`src/design/rkq_pkg.sv`:
```
// ----------------------------------------------------------------------------
// rkq_pkg
// shared types and constants for the range k-th smallest query block
// ----------------------------------------------------------------------------
package rkq_pkg;

  localparam int DEPTH = 256;
  localparam int AW    = $clog2(DEPTH);
  localparam int CW    = AW + 1;

  localparam logic CMD_LOAD  = 1'b0;
  localparam logic CMD_QUERY = 1'b1;

  localparam logic [1:0] WIN_FIRST  = 2'd0;
  localparam logic [1:0] WIN_SECOND = 2'd1;
  localparam logic [1:0] WIN_TIE    = 2'd2;

  localparam logic [1:0] REG_ELEMENT_COUNT = 2'd0;

  typedef struct packed {
    logic        cmd;
    logic [7:0]  load_index;
    logic [31:0] load_value;
    logic [8:0]  range_left;
    logic [8:0]  range_right;
    logic [8:0]  rank_k;
    logic [15:0] guess_first;
    logic [15:0] guess_second;
  } req_t;

  typedef struct packed {
    logic [31:0] kth_value;
    logic [8:0]  match_count;
    logic [1:0]  winner;
    logic        query_error;
  } rsp_t;

  typedef struct packed {
    logic load;
    logic start;
    logic outer_rd;
    logic cand_load;
    logic inner_rd;
    logic inner_acc;
    logic finish;
  } ctl_t;

  typedef struct packed {
    logic bad;
    logic inner_last;
    logic outer_last;
    logic found;
  } sts_t;

endpackage

```
`src/design/rkq_ctrl.sv`:
```
// ----------------------------------------------------------------------------
// rkq_ctrl
// sequencer: outer candidate loop, inner counting pass, output handshake
// ----------------------------------------------------------------------------
module rkq_ctrl import rkq_pkg::*; (
  input  logic clk,
  input  logic rst,
  input  logic in_valid,
  output logic in_ready,
  input  logic in_cmd,
  output logic out_valid,
  input  logic out_ready,
  output ctl_t ctl,
  input  sts_t sts
);
  typedef enum logic [5:0] {
    S_IDLE  = 6'b000001,
    S_ORD   = 6'b000010,
    S_CAND  = 6'b000100,
    S_SCAN  = 6'b001000,
    S_DRAIN = 6'b010000,
    S_CHECK = 6'b100000
  } state_t;

  state_t state, state_next;
  logic   out_valid_next;
  logic   take;

  assign in_ready = (state == S_IDLE) && !out_valid;
  assign take = in_valid && in_ready;

  always_comb begin
    state_next     = state;
    out_valid_next = out_valid && !out_ready;
    ctl            = '0;
    case (state)
      S_IDLE: begin
        if (take) begin
          if (in_cmd == CMD_LOAD) begin
            ctl.load = 1'b1;
          end else begin
            ctl.start = 1'b1;
            if (sts.bad) begin
              ctl.finish     = 1'b1;
              out_valid_next = 1'b1;
            end else begin
              state_next = S_ORD;
            end
          end
        end
      end
      S_ORD: begin
        ctl.outer_rd = 1'b1;
        state_next   = S_CAND;
      end
      S_CAND: begin
        ctl.cand_load = 1'b1;
        state_next    = S_SCAN;
      end
      S_SCAN: begin
        ctl.inner_acc = 1'b1;
        if (sts.inner_last) begin
          state_next = S_DRAIN;
        end else begin
          ctl.inner_rd = 1'b1;
        end
      end
      S_DRAIN: begin
        ctl.inner_acc = 1'b1;
        state_next    = S_CHECK;
      end
      S_CHECK: begin
        if (sts.found || sts.outer_last) begin
          ctl.finish     = 1'b1;
          out_valid_next = 1'b1;
          state_next     = S_IDLE;
        end else begin
          state_next = S_ORD;
        end
      end
      default: state_next = S_IDLE;
    endcase
  end

  always_ff @(posedge clk) begin
    if (rst) begin
      state     <= S_IDLE;
      out_valid <= 1'b0;
    end else begin
      state     <= state_next;
      out_valid <= out_valid_next;
    end
  end
endmodule

```
`config.mk`:
```
export PLATFORM = sky130hd
export DESIGN_NAME = rkq_ctrl
export DESIGN_NICKNAME = d
export VERILOG_FILES = /design/src/design/rkq_pkg.sv /design/src/design/rkq_ctrl.sv
export SDC_FILE = /design/constraint.sdc
export NUM_CORES = 1
export LEC_CHECK = 0
export BUFFER_PORTS_ARGS = -buffer_cell sky130_fd_sc_hd__buf_4
export CAP_MARGIN = 20
export CORE_AREA = 8 8 45 47
export DETAILED_ROUTE_END_ITERATION = 10
export DIE_AREA = 0 0 53 55
export HOLD_SLACK_MARGIN = 0.05
export SLEW_MARGIN = 25
export SYNTH_ARGS = -nofsm -noshare
export SYNTH_HDL_FRONTEND = slang
export SYNTH_SLANG_ARGS = --single-unit
export TNS_END_PERCENT = 5
```
`constraint.sdc`:
```
create_clock -name clk -period 3.1 [get_ports clk]
set_input_delay 0.31 -clock clk [delete_from_list [all_inputs] [get_ports clk]]
set_output_delay 0.31 -clock clk [all_outputs]
set_load 0.05 [all_outputs]
```
======== Yosys cells after proc, flatten, opt, wreduce, memory -nomap -nowiden ========
Cells that the tools add are included.
word-level totals
  register bits ........................... 7
  bits of input ports ..................... 9
  output and inout port bits .............. 9
  logic and storage cells ................. 45
cells by class
  equality and inequality tests ........... 10
  mux-type cells .......................... 25
  reduce and logical (&&, ||, !) cells .... 8
operator list
  kind                count
  $pmux 6 s6          1
  $mux 6              4
  $mux 1              15
  $ne 2x2->1 const B  4
  $eq 6x1->1 const B  1
  $eq 6x2->1 const B  1
  $eq 6x3->1 const B  1
  $eq 6x4->1 const B  1
  $eq 6x5->1 const B  1
  $eq 6x6->1 const B  1
  $mux 2              3
  $pmux 1 s2          2
  $reduce_and 4->1    1
  $logic_and 1x1->1   3
  $logic_not 1->1     2
  $reduce_or 2->1     1
  $logic_or 1x1->1    1

======== Depth between registers and ports, before layout ========
  depth in word-level cells ............... 6
  depth in mapped cells ................... 5
  mapped depth without buffers ............ 4

======== Least setup slack after synthesis ========
Ideal clock, no wire load.
  kind .................................... register to output
  start point ............................. register out_valid
  end point ............................... output ctl[0] in the netlist's numbering
  data arrival time ....................... 3.142 ns
  required time ........................... 2.790 ns
  slack ................................... -0.352 ns
  stages on the path, launching flop included .. 4
  path buffers ............................ 0
  cell sequence ........................... dfxtp_1 nand3b_1 nor4b_1 a21o_1
RTL lines
  element                 line            text
  from (decl)             rkq_ctrl.sv:11  output logic out_valid,
  from (signal assigned)  rkq_ctrl.sv:91  out_valid <= out_valid_next;
  to (decl)               rkq_ctrl.sv:13  output ctl_t ctl,

==> results.yml <==
grt:
  grt_pass1_vias: 443
  gr-usage-met3: 0.0267
  antenna_found_initial: 0
  gr-total-overflow: 0
  top_usage_layer: "met2"
  grt_max_degree: 12
  grt_usage: 0.0838
  grt_use_met2: 0.141
  met1_usage: 0.0858
  grt_pass1_wl_mm: 1.81
timing:
  finClkSkew_ns: 0.00439
  period_share: 0.738
  slew_headroom: 0.649
  rsz0062_at_grt: "false"
  final.min_clock_period_ns: 2.29
  tns_ns: 0
  setup_violations: 0
  drv_slew: 0
  worst_pin_slew_ns: 0.522
  fmax_mhz: 437
  hold_viol_final: 0
final_layout:
  final_net_count: 80
  diodes: 0
  final_common_cell: "buf_4"
  drive_above_1_share: 0.386
  areaGrowthSynthToFinish_pct: 38.2
  final_cell_mix: "buf_4, nor2_1, dfxtp_1"
  fill_cells: 147
  multi_input_area_um2: 272
  register_area_um2: 140
  fin_util: 0.432
detailed_routing:
  antenna_left: 0
  via_per_inst: 5.12
  drt_first_pass_iters: 4
  drc_errors: 0
  routedWlPerCell_um: 13.0
  num_vias: 440
  first_iter_violations: 5
  routed_wl_mm: 1.11
worst_setup_path:
  required_ns: 2.79
  timing.rr.end: "state[0]"
  rr_worst_depth: 4
  worst-setup-path-type: "reg -> out"
  crit_path_end_kind: "primary output"
  rrSetupSlack_ns: 1.18
  critPathMaxFanout: 11
  r2r_start: "state[2]"
  cp.arrival_ns: 1.98
  start_kind: "flip-flop"
  crit_start: "state[0]"
logic_synthesis:
  synthArstFlopShare: 0
  synth-edff-count: 0
  post_synth_inst_count: 52
  synth-seq-area-share: 0.324
  synth.ff_latch_count: 7
  synth_cell_types: 27
  synth_fp_nets: 61
  synth-warning-count: 0
  synth-main-ff-cell: "dfxtp_1"
  avgSynthCellArea_um2: 8.33
  syn-cell-area_um2: 433
hold_path:
  holdPathEnd: "state[3]"
  min_path_cells: 2
  min_from: "rst"
  min_path_type: "in -> reg"
power:
  power.density_nw_per_um2: 408
  power.leakage_nw: 0.259
  ir_drop_mv: 0.193
clock_network:
  cts_resized: 0
  cts_root_buffer: "clkbuf_4"
  clkLatencyLatePin_ns: 0.25
  post_cts_buffers: 0
  cts_hold_buf: 0
  cts_sinks: 7
  htreeDepth: 1
  cts_tree: "done"
  cts_buffer_depth: 2
  clk_pin_slew_worst_paths_ns: 0.06
  cts_buffers: 3
floorplan:
  die_h_um: 55
  die_x_um: 53
  fp.coreArea_um2: 1380
  start_util: 0.313
  rows: 14
  dieArea_um2: 2920
  io_pins: 18
run_status:
  status: "completed"
place:
  port_buffers: 17
  gp_congestion: 0.727
  hpwlAfterDp_um: 933
job:
  maxCapViolCount: 0
==> per-stage QoR <==
step	setup slack (ns)	power, mW	instance area, um2	cells	hold WS (ns)
floorplan	0.352	0.143	439	52	0.382
global placement	1.08	0.165	571	82	0.511
detailed placement	1.08	0.165	571	82	0.505
CTS	0.802	0.249	598	86	0.233
global route	0.691	0.260	598	86	0.240
finish	0.812	0.244	598	86	0.243
==> cell families after synthesis <==
kind of cell           after synthesis  share of synthesized area
AO/OA/AOI/OAI                        9                      0.156
XOR/XNOR                             1                     0.0202
buffers and inverters                6                     0.0636
flip-flops                           7                      0.324
AND/OR/NAND/NOR                     29                      0.436
==> where the power goes <==
part           switching (mW)  internal (mW)  leakage, nW  total, mW
Sequential            0.00595         0.0929       0.0567     0.0988
Combinational          0.0387         0.0249        0.185     0.0636
Clock                  0.0343         0.0471       0.0177     0.0814
Total                  0.0790          0.165        0.259      0.244
==> area by class of cell <==
cell class,instances,share of cell area
Timing Repair Buffer,17,0.213
Tap cell,16,0.0335
Sequential cell,7,0.234
Inverter,3,0.0188
Clock inverter,1,0.00837
Multi-Input combinational cell,39,0.454
Clock buffer,3,0.0377
==> sequential cells by signal, indices dropped and copies added (netlist names) <==
name	cells
state	6
out_valid	1
==> cell usage after synthesis, types with 2 or more instances <==
| cell | n | area [um2] |
|---|---|---|
| nor4b_1 | 2 | 17.5 |
| or4_1 | 2 | 15.0 |
| inv_1 | 3 | 11.3 |
| a21oi_1 | 3 | 15.0 |
| nand2b_1 | 2 | 12.5 |
| nor3_1 | 6 | 30.0 |
| nand2_1 | 2 | 7.51 |
| nor2_1 | 7 | 26.3 |
| dfxtp_1 | 7 | 140 |
==> how the worst max path moves through the flow <==
stage / end / slack, ns / cells past startpoint
after global placement: ctl[2] / 1.08 / 3
final: ctl[2] / 0.81 / 3
after floorplan: state[2] / 0.35 / 5
after global routing: ctl[2] / 0.69 / 3
after detailed placement: ctl[2] / 1.08 / 3
after CTS: ctl[2] / 0.80 / 3
==> critical path: stages (launching register included) <==
cell and delay, ns:
dfxtp_1 0.41, or4_1 0.63, nor3_1 0.40, buf_4 0.28
==> per-layer routing <==
layer,part of all wire,wire length (um)
met5,0,0
met3,0.030,33
met4,0.023,26
met1,0.41,457
met2,0.54,596
(Power assumes the default switching activity.)
